$ cat config.mk
export PLATFORM = sky130hd
export DESIGN_NAME = polynomial_multiplier_unit
export DESIGN_NICKNAME = d
export VERILOG_FILES = /design/src/sv/pmul_pkg.sv /design/src/sv/pmul_seq.sv /design/src/sv/pmul_dp.sv /design/src/sv/polynomial_multiplier_unit.sv
export SDC_FILE = /design/constraint.sdc
export NUM_CORES = 2
export LEC_CHECK = 0
export ABC_AREA = 0
export BUFFER_PORTS_ARGS = -buffer_cell sky130_fd_sc_hd__buf_4
export CAP_MARGIN = 20
export CORE_MARGIN = 1
export CORE_UTILIZATION = 59
export CTS_BUF_LIST = sky130_fd_sc_hd__clkbuf_4 sky130_fd_sc_hd__clkbuf_8
export CTS_CLUSTER_DIAMETER = 80
export CTS_CLUSTER_SIZE = 10
export DETAILED_ROUTE_END_ITERATION = 7
export PLACE_DENSITY = 0.75
export SLEW_MARGIN = 30
export SYNTH_ARGS = -nofsm -noshare
export SYNTH_HDL_FRONTEND = slang
export SYNTH_HIERARCHICAL = 1
export SYNTH_SLANG_ARGS = --single-unit
$ cat constraint.sdc
create_clock -name i_clk -period 7.5 [get_ports i_clk]
set_input_delay 0.375 -clock i_clk [delete_from_list [all_inputs] [get_ports i_clk]]
set_output_delay 0.375 -clock i_clk [all_outputs]
set_load 0.01 [all_outputs]
$ cat src/sv/pmul_pkg.sv
package pmul_pkg;

    localparam int MAX_DEGREE_DEF = 31;
    localparam int COEF_WIDTH_DEF = 16;
    localparam int DEG_W          = 5;
    localparam int KPOW_W         = 6;
    localparam int OUT_W          = 37;
    localparam int OUT_TDATA_W    = ((KPOW_W + OUT_W + 7) / 8) * 8;
    localparam int STEP_W         = 3;

    // Step addresses of the microprogram.
    localparam logic [STEP_W-1:0] ST_IDLE   = 3'd0;
    localparam logic [STEP_W-1:0] ST_KINIT  = 3'd1;
    localparam logic [STEP_W-1:0] ST_IINIT  = 3'd2;
    localparam logic [STEP_W-1:0] ST_MAC    = 3'd3;
    localparam logic [STEP_W-1:0] ST_DRAIN1 = 3'd4;
    localparam logic [STEP_W-1:0] ST_DRAIN2 = 3'd5;
    localparam logic [STEP_W-1:0] ST_EMIT   = 3'd6;
    localparam logic [STEP_W-1:0] ST_NEXT   = 3'd7;

    typedef enum logic [2:0] {
        C_NEVER     = 3'd0,
        C_LOAD_LAST = 3'd1,
        C_ISSUE_END = 3'd2,
        C_OUT_BUSY  = 3'd3,
        C_K_FINAL   = 3'd4
    } t_cond;

    typedef struct packed {
        logic load;
        logic k_clr;
        logic k_inc;
        logic i_init;
        logic issue;
        logic emit;
    } t_ctrl;

    typedef struct packed {
        logic load_last;
        logic issue_end;
        logic out_busy;
        logic k_final;
    } t_stat;

    typedef struct packed {
        t_ctrl             ctrl;
        t_cond             cond;
        logic [STEP_W-1:0] t_true;
        logic [STEP_W-1:0] t_false;
    } t_uword;

    function automatic t_uword ucode(input logic [STEP_W-1:0] step);
        t_uword w;
        w = '{ctrl: '0, cond: C_NEVER, t_true: ST_IDLE, t_false: ST_IDLE};
        case (step)
            ST_IDLE: begin
                w.ctrl.load = 1'b1;
                w.cond      = C_LOAD_LAST;
                w.t_true    = ST_KINIT;
                w.t_false   = ST_IDLE;
            end
            ST_KINIT: begin
                w.ctrl.k_clr = 1'b1;
                w.t_false    = ST_IINIT;
            end
            ST_IINIT: begin
                w.ctrl.i_init = 1'b1;
                w.t_false     = ST_MAC;
            end
            ST_MAC: begin
                w.ctrl.issue = 1'b1;
                w.cond       = C_ISSUE_END;
                w.t_true     = ST_DRAIN1;
                w.t_false    = ST_MAC;
            end
            ST_DRAIN1: begin
                w.t_false = ST_DRAIN2;
            end
            ST_DRAIN2: begin
                w.t_false = ST_EMIT;
            end
            ST_EMIT: begin
                w.ctrl.emit = 1'b1;
                w.cond      = C_OUT_BUSY;
                w.t_true    = ST_EMIT;
                w.t_false   = ST_NEXT;
            end
            ST_NEXT: begin
                w.ctrl.k_inc = 1'b1;
                w.cond       = C_K_FINAL;
                w.t_true     = ST_IDLE;
                w.t_false    = ST_IINIT;
            end
            default: begin
                w.t_false = ST_IDLE;
            end
        endcase
        return w;
    endfunction

endpackage

$ cat src/sv/pmul_seq.sv
module pmul_seq (
    input  logic            i_clk,
    input  logic            i_rst_n,
    input  pmul_pkg::t_stat i_stat,
    output pmul_pkg::t_ctrl o_ctrl
);

    logic [pmul_pkg::STEP_W-1:0] r_step;
    logic [pmul_pkg::STEP_W-1:0] n_step;
    pmul_pkg::t_uword            uw;
    logic                        cond_hit;

    assign uw     = pmul_pkg::ucode(r_step);
    assign o_ctrl = uw.ctrl;

    always_comb begin
        case (uw.cond)
            pmul_pkg::C_NEVER:     cond_hit = 1'b0;
            pmul_pkg::C_LOAD_LAST: cond_hit = i_stat.load_last;
            pmul_pkg::C_ISSUE_END: cond_hit = i_stat.issue_end;
            pmul_pkg::C_OUT_BUSY:  cond_hit = i_stat.out_busy;
            pmul_pkg::C_K_FINAL:   cond_hit = i_stat.k_final;
            default:               cond_hit = 1'b0;
        endcase
        n_step = cond_hit ? uw.t_true : uw.t_false;
    end

    always_ff @(posedge i_clk) begin
        if (!i_rst_n) begin
            r_step <= pmul_pkg::ST_IDLE;
        end else begin
            r_step <= n_step;
        end
    end

endmodule

$ cat src/sv/pmul_dp.sv
module pmul_dp #(
    parameter int MAX_DEGREE = pmul_pkg::MAX_DEGREE_DEF,
    parameter int COEF_WIDTH = pmul_pkg::COEF_WIDTH_DEF
) (
    input  logic                                i_clk,
    input  logic                                i_rst_n,
    input  pmul_pkg::t_ctrl                     i_ctrl,
    input  logic                                i_load,
    input  logic                                i_operand_b,
    input  logic [pmul_pkg::DEG_W-1:0]          i_degree,
    input  logic [pmul_pkg::DEG_W-1:0]          i_power,
    input  logic [COEF_WIDTH-1:0]               i_coefficient,
    input  logic                                i_last,
    input  logic                                i_out_ready,
    output pmul_pkg::t_stat                     o_stat,
    output logic                                o_out_valid,
    output logic [pmul_pkg::KPOW_W-1:0]         o_out_power,
    output logic signed [pmul_pkg::OUT_W-1:0]   o_product_coefficient,
    output logic                                o_final_res
);

    localparam int DEPTH  = MAX_DEGREE + 1;
    localparam int IW     = (DEPTH > 1) ? $clog2(DEPTH) : 1;
    localparam int PROD_W = 2 * COEF_WIDTH;
    localparam int KW     = pmul_pkg::KPOW_W;
    localparam int DW     = pmul_pkg::DEG_W;
    localparam int OW     = pmul_pkg::OUT_W;

    logic [COEF_WIDTH-1:0] r_a_mem [DEPTH];
    logic [COEF_WIDTH-1:0] r_b_mem [DEPTH];

    logic [DW-1:0]                r_a_deg;
    logic [DW-1:0]                r_b_deg;
    logic [KW-1:0]                r_k;
    logic [IW-1:0]                r_i;
    logic [IW-1:0]                r_end;
    logic                         r_rd_v;
    logic                         r_mul_v;
    logic signed [COEF_WIDTH-1:0] r_a_q;
    logic signed [COEF_WIDTH-1:0] r_b_q;
    logic signed [PROD_W-1:0]     r_prod;
    logic signed [OW-1:0]         r_acc;
    logic                         r_ov;
    logic [KW-1:0]                r_out_power;
    logic signed [OW-1:0]         r_out_coef;
    logic                         r_out_final;

    logic [DW-1:0] deg_sat;
    logic          pow_ok;
    logic [IW-1:0] waddr;
    logic [KW-1:0] total;
    logic [KW-1:0] start_k;
    logic [KW-1:0] end_k;
    logic [KW-1:0] j_k;
    logic [IW-1:0] rd_j;
    logic          out_load;

    assign deg_sat = ({1'b0, i_degree} > KW'(MAX_DEGREE)) ? DW'(MAX_DEGREE) : i_degree;
    assign pow_ok  = ({1'b0, i_power} <= KW'(MAX_DEGREE));
    assign waddr   = IW'(i_power);
    assign total   = KW'(r_a_deg) + KW'(r_b_deg);

    // First and last index i that pair with a stored B term for power k.
    assign start_k = (r_k > KW'(r_b_deg)) ? (r_k - KW'(r_b_deg)) : '0;
    assign end_k   = (r_k < KW'(r_a_deg)) ? r_k : KW'(r_a_deg);
    assign j_k     = r_k - KW'(r_i);
    assign rd_j    = IW'(j_k);

    assign out_load = i_ctrl.emit && !(r_ov && !i_out_ready);

    assign o_stat.load_last = i_load && i_last;
    assign o_stat.issue_end = (r_i == r_end);
    assign o_stat.out_busy  = r_ov && !i_out_ready;
    assign o_stat.k_final   = (r_k == total);

    always_ff @(posedge i_clk) begin
        if (i_load && !i_operand_b && pow_ok) begin
            r_a_mem[waddr] <= i_coefficient;
        end
        if (i_load && i_operand_b && pow_ok) begin
            r_b_mem[waddr] <= i_coefficient;
        end
        if (i_ctrl.issue) begin
            r_a_q <= r_a_mem[r_i];
            r_b_q <= r_b_mem[rd_j];
        end
    end

    always_ff @(posedge i_clk) begin
        if (!i_rst_n) begin
            r_a_deg <= '0;
            r_b_deg <= '0;
            r_rd_v  <= 1'b0;
            r_mul_v <= 1'b0;
            r_ov    <= 1'b0;
        end else begin
            if (i_load && !i_operand_b) begin
                r_a_deg <= deg_sat;
            end
            if (i_load && i_operand_b) begin
                r_b_deg <= deg_sat;
            end
            r_rd_v  <= i_ctrl.issue;
            r_mul_v <= r_rd_v;
            if (out_load) begin
                r_ov <= 1'b1;
            end else if (i_out_ready) begin
                r_ov <= 1'b0;
            end
        end
    end

    always_ff @(posedge i_clk) begin
        if (i_ctrl.k_clr) begin
            r_k <= '0;
        end else if (i_ctrl.k_inc) begin
            r_k <= r_k + 1'b1;
        end
        if (i_ctrl.i_init) begin
            r_i   <= IW'(start_k);
            r_end <= IW'(end_k);
        end else if (i_ctrl.issue) begin
            r_i <= r_i + 1'b1;
        end
        r_prod <= r_a_q * r_b_q;
        // Sums wrap at the output width; the product is sign-extended or cut to fit.
        if (i_ctrl.i_init) begin
            r_acc <= '0;
        end else if (r_mul_v) begin
            r_acc <= r_acc + OW'(r_prod);
        end
        if (out_load) begin
            r_out_power <= r_k;
            r_out_coef  <= r_acc;
            r_out_final <= (r_k == total);
        end
    end

    assign o_out_valid           = r_ov;
    assign o_out_power           = r_out_power;
    assign o_product_coefficient = r_out_coef;
    assign o_final_res           = r_out_final;

    a_init_drained: assert property (@(posedge i_clk) disable iff (!i_rst_n)
        i_ctrl.i_init |-> (!r_rd_v && !r_mul_v))
        else $error("accumulator cleared while terms are in flight");

    a_emit_drained: assert property (@(posedge i_clk) disable iff (!i_rst_n)
        i_ctrl.emit |-> (!r_rd_v && !r_mul_v))
        else $error("result emitted before the last term was summed");

    a_issue_range: assert property (@(posedge i_clk) disable iff (!i_rst_n)
        i_ctrl.issue |-> ((KW'(r_i) <= r_k) && (j_k <= KW'(r_b_deg))
                          && (r_i <= IW'(r_a_deg))))
        else $error("term index outside the operand degrees");

endmodule

$ cat src/sv/polynomial_multiplier_unit.sv
// Loads coefficients of polynomials A and B one transaction per cycle (tuser picks the
// operand); the transaction with tlast starts the product, during which no input is taken.
// A single multiply-accumulate pipeline adds one term per cycle; for power k it sums the
// terms A[i]*B[k-i] within both degrees, lets the pipeline drain, then emits the result,
// waiting while the output is stalled, and moves on to the next power of the product.
// Results leave through an output register, the last one marked with tlast.
module polynomial_multiplier_unit #(
    parameter int MAX_DEGREE = pmul_pkg::MAX_DEGREE_DEF,
    parameter int COEF_WIDTH = pmul_pkg::COEF_WIDTH_DEF
) (
    input  logic                                      i_clk,
    input  logic                                      i_rst_n,
    input  logic                                      i_s_axis_tvalid,
    output logic                                      o_s_axis_tready,
    // degree[4:0], power[9:5], coefficient, zero fill
    input  logic [((2*pmul_pkg::DEG_W+COEF_WIDTH+7)/8)*8-1:0] i_s_axis_tdata,
    // operand_b
    input  logic                                      i_s_axis_tuser,
    input  logic                                      i_s_axis_tlast,
    output logic                                      o_m_axis_tvalid,
    input  logic                                      i_m_axis_tready,
    // out_power[5:0], product_coefficient[42:6], zero fill
    output logic [pmul_pkg::OUT_TDATA_W-1:0]          o_m_axis_tdata,
    output logic                                      o_m_axis_tlast
);

    localparam int DW = pmul_pkg::DEG_W;
    localparam int KW = pmul_pkg::KPOW_W;
    localparam int OW = pmul_pkg::OUT_W;

    pmul_pkg::t_ctrl ctrl;
    pmul_pkg::t_stat stat;

    logic                 load;
    logic [KW-1:0]        out_power;
    logic signed [OW-1:0] out_coef;

    assign o_s_axis_tready = ctrl.load;
    assign load            = i_s_axis_tvalid && ctrl.load;

    pmul_seq u_seq (
        .i_clk   (i_clk),
        .i_rst_n (i_rst_n),
        .i_stat  (stat),
        .o_ctrl  (ctrl)
    );

    pmul_dp #(
        .MAX_DEGREE (MAX_DEGREE),
        .COEF_WIDTH (COEF_WIDTH)
    ) u_dp (
        .i_clk                 (i_clk),
        .i_rst_n               (i_rst_n),
        .i_ctrl                (ctrl),
        .i_load                (load),
        .i_operand_b           (i_s_axis_tuser),
        .i_degree              (i_s_axis_tdata[DW-1:0]),
        .i_power               (i_s_axis_tdata[2*DW-1:DW]),
        .i_coefficient         (i_s_axis_tdata[2*DW+COEF_WIDTH-1:2*DW]),
        .i_last                (i_s_axis_tlast),
        .i_out_ready           (i_m_axis_tready),
        .o_stat                (stat),
        .o_out_valid           (o_m_axis_tvalid),
        .o_out_power           (out_power),
        .o_product_coefficient (out_coef),
        .o_final_res           (o_m_axis_tlast)
    );

    assign o_m_axis_tdata = {{(pmul_pkg::OUT_TDATA_W-KW-OW){1'b0}}, out_coef, out_power};

endmodule

# Yosys cells after proc, flatten, opt, wreduce, memory -nomap -nowiden
# Memories as Yosys holds them, arrays and structs flattened. A register that Yosys moved wholly into a read port is not among the register bits.
# Index checks and enable logic that the tools add are counted.
# word_totals
output_inout_bits,51
word_cells,72
mem_bits_rw,1024
input_bits,38
memories,2
regBits,145
# classes
n_addsub,6
mux,20
eq_ne,13
order_cmp,2
multipliers,1
n_reduce_logical,14
# mem_list
memory,depth,width,rd,rd_ports_with_merged_regs,wr,line_no,rtl
u_dp.r_a_mem,32,16,1,1,1,pmul_dp.sv:29,logic [COEF_WIDTH-1:0] r_a_mem [DEPTH];
u_dp.r_b_mem,32,16,1,1,1,pmul_dp.sv:30,logic [COEF_WIDTH-1:0] r_b_mem [DEPTH];
# op_table
operator,n
adder 37 x 32 -> 37 bit,1
multiplier 16 x 16 -> 32 bit,1
case mux 6 bit (4 select lines),1
two-way mux 5 bit,4
case mux 3 bit (6 select lines),1
equality test 3 bit (second input constant),5
equality test 3 x 2 -> 1 bit (second input constant),4
two-way mux 1 bit,12
subtractor 5 bit,2
adder 5 x 5 -> 6 bit,1
adder 6 x 1 -> 6 bit (second input constant),1
equality test 3 x 1 -> 1 bit (second input constant),2
equality test 6 bit,1
> comparator 6 x 5 -> 1 bit,1
logical AND 1 bit,6
less-than comparator 6 x 5 -> 1 bit,1
adder 5 x 1 -> 5 bit (second input constant),1
equality test 5 bit,1
case mux 1 bit (4 select lines),1
nonzero test 2 bit,2
OR reduction 2 bit,2
logical NOT 1 bit,3
logical NOT 3 bit,1
two-way mux 3 bit,1

# Depth between registers and ports, before layout
# depth
word_depth,6
depth_mapped,23
depth_no_buf,22

# Cells and area by module
# Netlist, hierarchy kept.
# by_module_without_submodules
mod,seq_area_each_um2,n_inst,cells_each,area_each_um2
pmul_dp,35093.7,1,3358,56754.4
pmul_seq,60.1,1,25,195.2
polynomial_multiplier_unit,0.0,1,7,47.5

# Least setup slack after synthesis
# OpenSTA, ideal clock, no wires.
# synth_path
path_kind,register to register
startpoint,reg u_dp.r_b_q[7] (read register of u_dp.r_b_mem)
endpoint,reg u_dp.r_prod[28]
path_stages_with_launch,24
setup_slack_ns,1.591
period_less_slack_ns,5.909
required_time_ns,7.428
t_arrival_ns,5.837
setup_time_ns,0.072
cell_sequence,edfxtp_1 > clkbuf_1 > nand2_1 > fa_1 > inv_1 > fa_1 > inv_1 > fa_1 > inv_1 > fa_1 > fa_1 > inv_1 > fa_1 > inv_1 > ha_1 > nand2_1 > nor2_1 > a211oi_1 > o41ai_4 > o311ai_2 > a31oi_4 > a21o_1 > a21oi_1 > xnor2_1
# synth_between
elab_chain_len,1
# synth_rtl
item,line_no,rtl
"start, declared",pmul_dp.sv:40,logic signed [COEF_WIDTH-1:0] r_b_q;
multiplier 16 x 16 -> 32 bit,pmul_dp.sv:125,r_prod <= r_a_q * r_b_q;
"end signal, assigned",pmul_dp.sv:125,
"end, declared",pmul_dp.sv:41,logic signed [PROD_W-1:0] r_prod;
# Every way passes these cells.
# A chain may end at the register's enable or synchronous reset.

# Worst setup path after layout
# Same ends and word-level chain as after synthesis.

==> impl_metrics.csv <==
group,metric,value,unit
synth,async_flop_share,0,
clock_tree,tritoncts,"built",
clock_tree,htreeDepth,4,
synth,muxShareOfSynthArea,0.133,
die,core_area,95300,um^2
outcome,status,"finished clean",
clock_tree,cts.sinks,1201,
placed_design,dp_hpwl,78.2,mm
setup_path,crit_fanout,16,
synth,synth_seq_cells,1201,
synth,yosys_warnings,6,
grt,grt_start_max_net_pins,132,
sta,slew_headroom,0.363,
routing,drt_iter0_drc,3027,
sta,finalCriticalPeriod,6.48,ns
synth,synth_common_cells,"edfxtp_1, mux4_2, inv_1, fa_1, nand2_1",
sta,tightest_slew,0.955,ns
synth,syn_avg_cell_area,16.8,um^2
routing,wl_per_cell,25.1,um
synth,synth_cells,3390,
die,pin_count,89,
die,row_count,113,
grt,antenna_found_initial,8,
pwr,ir_drop,0.223,mV
sta,rsz0062_at_grt,"false",
setup_path,crit_arrival,7.25,ns
routing,wl_met2,59.1,mm
setup_path,startpoint_type,"flop",
synth,synth_cell_types,80,
placed_design,dpl_cell_area,59400,um^2
sta,hold_viol_final,0,
setup_path,critical_path.top_delay_family,"adder cells",
setup_path,r2r_slack,1.02,ns
synth,synth-xor-area-share,0.0129,
synth,synthTopCellsByArea,"edfxtp_1, mux4_2, fa_1",
placed_design,preCtsSetupSlack,1.09,ns
setup_path,slowest_stage,"edfxtp_1",
final_layout,drive_gt1_frac,0.195,
synth,yosysMostFrequentCell,"edfxtp_1",
clock_tree,worstSkewPairLatency,0.86,ns
routing,top_layer,"met5",
routing,drt-pass1-iter-count,6,
setup_path,crit_top_cell,"fa_1",
final_layout,syn_to_final_growth,8.37,%
die,initial_core_util,0.598,
routing,vias_per_cell,6.11,
grt,grt_pass1_vias,31400,
routing,routed_wl,122,mm
synth,synth-edff-count,1110,
pwr,power_density,240,nW/um^2
synth,yosys.area_share.simple,0.0527,
clock_tree,cts_inserted_buffers,139,
min_path,hold_path_class,"primary input to flop",
placed_design,io_buffers,77,
routing,antenna_left,0,
clock_tree,ctsRootBufferMaster,"clkbuf_8",
sta,skew,0.0308,ns
synth,ys_seq_area_frac,0.617,
sta,timing.final.crit_share,0.864,
synth,netlist_area,57000,um^2
clock_tree,clock_path_buffers,3,
synth,yosys.area.top_type,"edfxtp_1",
setup_path,cpPeakStageDelay,0.76,ns
synth,synth_ff_type,"edfxtp_1",
routing,route.met3.wl,10.3,mm
sta,max_freq,154,MHz
die,die_w,313,um
routing,met1_length,49.1,mm
clock_tree,path_clk_slew,0.07,ns
grt,overflow,0,
grt,grt_use_total,0.256,
sta,setup_slack,1.02,ns
sta,setup_violations,0,
synth,synth_top_area_frac,0.585,
setup_path,required,8.27,ns
synth,synthAdderAreaFrac,0.124,
die,dieHeight,313,um
sta,setup_tns,0,ns
final_layout,fin_area,61800,um^2
pwr,total_power,14.8,mW
setup_path,cp_num_buf_inv,5,
die,fp.dieArea,97900,um^2
grt,grt_first_pass_wirelength,187,mm
placed_design,gp_congestion,0.893,
sta,slew_violations,0,
clock_tree,cts_setup_buffers,0,
setup_path,worst-setup-path-type,"flop to flop",
pwr,p_leak,22.1,nW
setup_path,end_kind,"flop",
routing,drc_errors,0,
final_layout,final_net_count,4016,
routing,routed-via-count,29800,
setup_path,cp_cell_sequence,"nand2_1, fa_1, inv_1, fa_1, inv_1, fa_1, inv_1, fa_1, fa_1, inv_1, fa_1, inv_1, ha_1, nand2_1, nor2_1, a211oi_1, o41ai_4, o311ai_2, a31oi_4, a21o_1, a21oi_1, xnor2_1",
flow_run,maxCapViolCount,0,
synth,synth_top_family_by_area,"multiplexers",
synth,synth_compound_area_frac,0.0291,
report_power, final:
part / internal [mW] / switching (mW) / total (mW) / leakage (nW)
Clock: 1.79 / 2.22 / 4.01 / 1.16
Sequential: 7.47 / 0.0790 / 7.55 / 10.7
Combinational: 1.44 / 1.83 / 3.27 / 10.2
Total: 10.7 / 4.13 / 14.8 / 22.1
logic make-up after synthesis:
| group | Yosys count |
|---|---|
| AOI/OAI and AO/OA | 246 |
| xor gates and xnor gates | 84 |
| adders and majority gates | 404 |
| buffers and inverters | 458 |
| DFF | 1201 |
| muxes | 357 |
| other | 1 |
| and+or+nand+nor | 639 |
stage by stage:
stage	hold WS, ns	std cells	utilization
CTS	0.0250	4867	0.648
floorplan	0.412	3394	-
finish	0.0823	4873	0.648
global route	0.0814	4871	0.648
detailed placement	0.425	4684	0.623
global placement	0.424	4683	0.622
path summary, 6_finish.rpt:
| path | from | endpoint | cells after the start |
|---|---|---|---|
| setup / recovery | u_dp/r_b_q[7] | u_dp/r_prod[28] | 22 |
| hold / removal | i_m_axis_tready | u_seq/r_step[0] | 5 |
| setup reg to reg | u_dp/r_b_q[7] | u_dp/r_prod[28] | 22 |
| hold reg to reg | u_dp/r_rd_v | u_dp/r_mul_v | 1 |
worst reg2reg max path, stage by stage (launching register included):
cell and delay (ns):
edfxtp_1 0.76, nand2_1 0.17, fa_1 0.56, inv_1 0.05, fa_1 0.50, inv_1 0.06, fa_1 0.54, inv_1 0.05
fa_1 0.45, fa_1 0.49, inv_1 0.05, fa_1 0.47, inv_1 0.04, ha_1 0.34, nand2_1 0.15, nor2_1 0.08
a211oi_1 0.37, o41ai_4 0.19, o311ai_2 0.42, a31oi_4 0.16, a21o_1 0.21, a21oi_1 0.17, xnor2_1 0.13
cell type report:
cell class	count	area, um^2
Timing Repair Buffer	178	1440
Multi-Input combinational cell	1735	20100
Sequential cell	1201	35200
Fill cell	6396	33500
Clock buffer	152	2020
Tap cell	1265	1580
Inverter	319	1200
Antenna cell	5	12.5
Clock inverter	18	226
state kept, by name, summed over array words and instances (netlist names):
register                    flops
u_dp/o_final_res                1
u_dp/o_out_power                6
u_dp/o_out_valid                1
u_dp/o_product_coefficient     37
u_dp/r_a_deg                    5
u_dp/r_a_mem                  512
u_dp/r_a_q                     16
u_dp/r_acc                     37
u_dp/r_b_deg                    5
u_dp/r_b_mem                  512
u_dp/r_b_q                     16
u_dp/r_end                      5
u_dp/r_i                        5
u_dp/r_k                        6
u_dp/r_mul_v                    1
u_dp/r_prod                    32
u_dp/r_rd_v                     1
u_seq/r_step                    3
what timing repair did:
| item | in CTS | in global routing |
|---|---|---|
| gates resized for setup | 0 | 0 |
| hold buffers | 13 | 0 |
| endpoints found under the setup margin | 0 | 0 |
| hold endpoints to repair | 16 | 0 |
metal layers:
layer / global-route usage / up-vias
met3: 0.0535 / 242
li1: - / 12900
met1: 0.354 / 15400
met5: 0 / -
met4: 0.0871 / 6
met2: 0.412 / 1308
layout by cell type, fill, tap and decap left out, drive strengths merged, types with 71 or more instances in the layout:
cell type / count
edfxtp: 1110
inv: 326
mux4: 320
fa: 266
nand2: 248
buf: 165
clkbuf: 152
nor2: 144
ha: 138
and2: 134
dfxtp: 91
a21oi: 71
No activity file was read; power rests on OpenSTA's default activity.
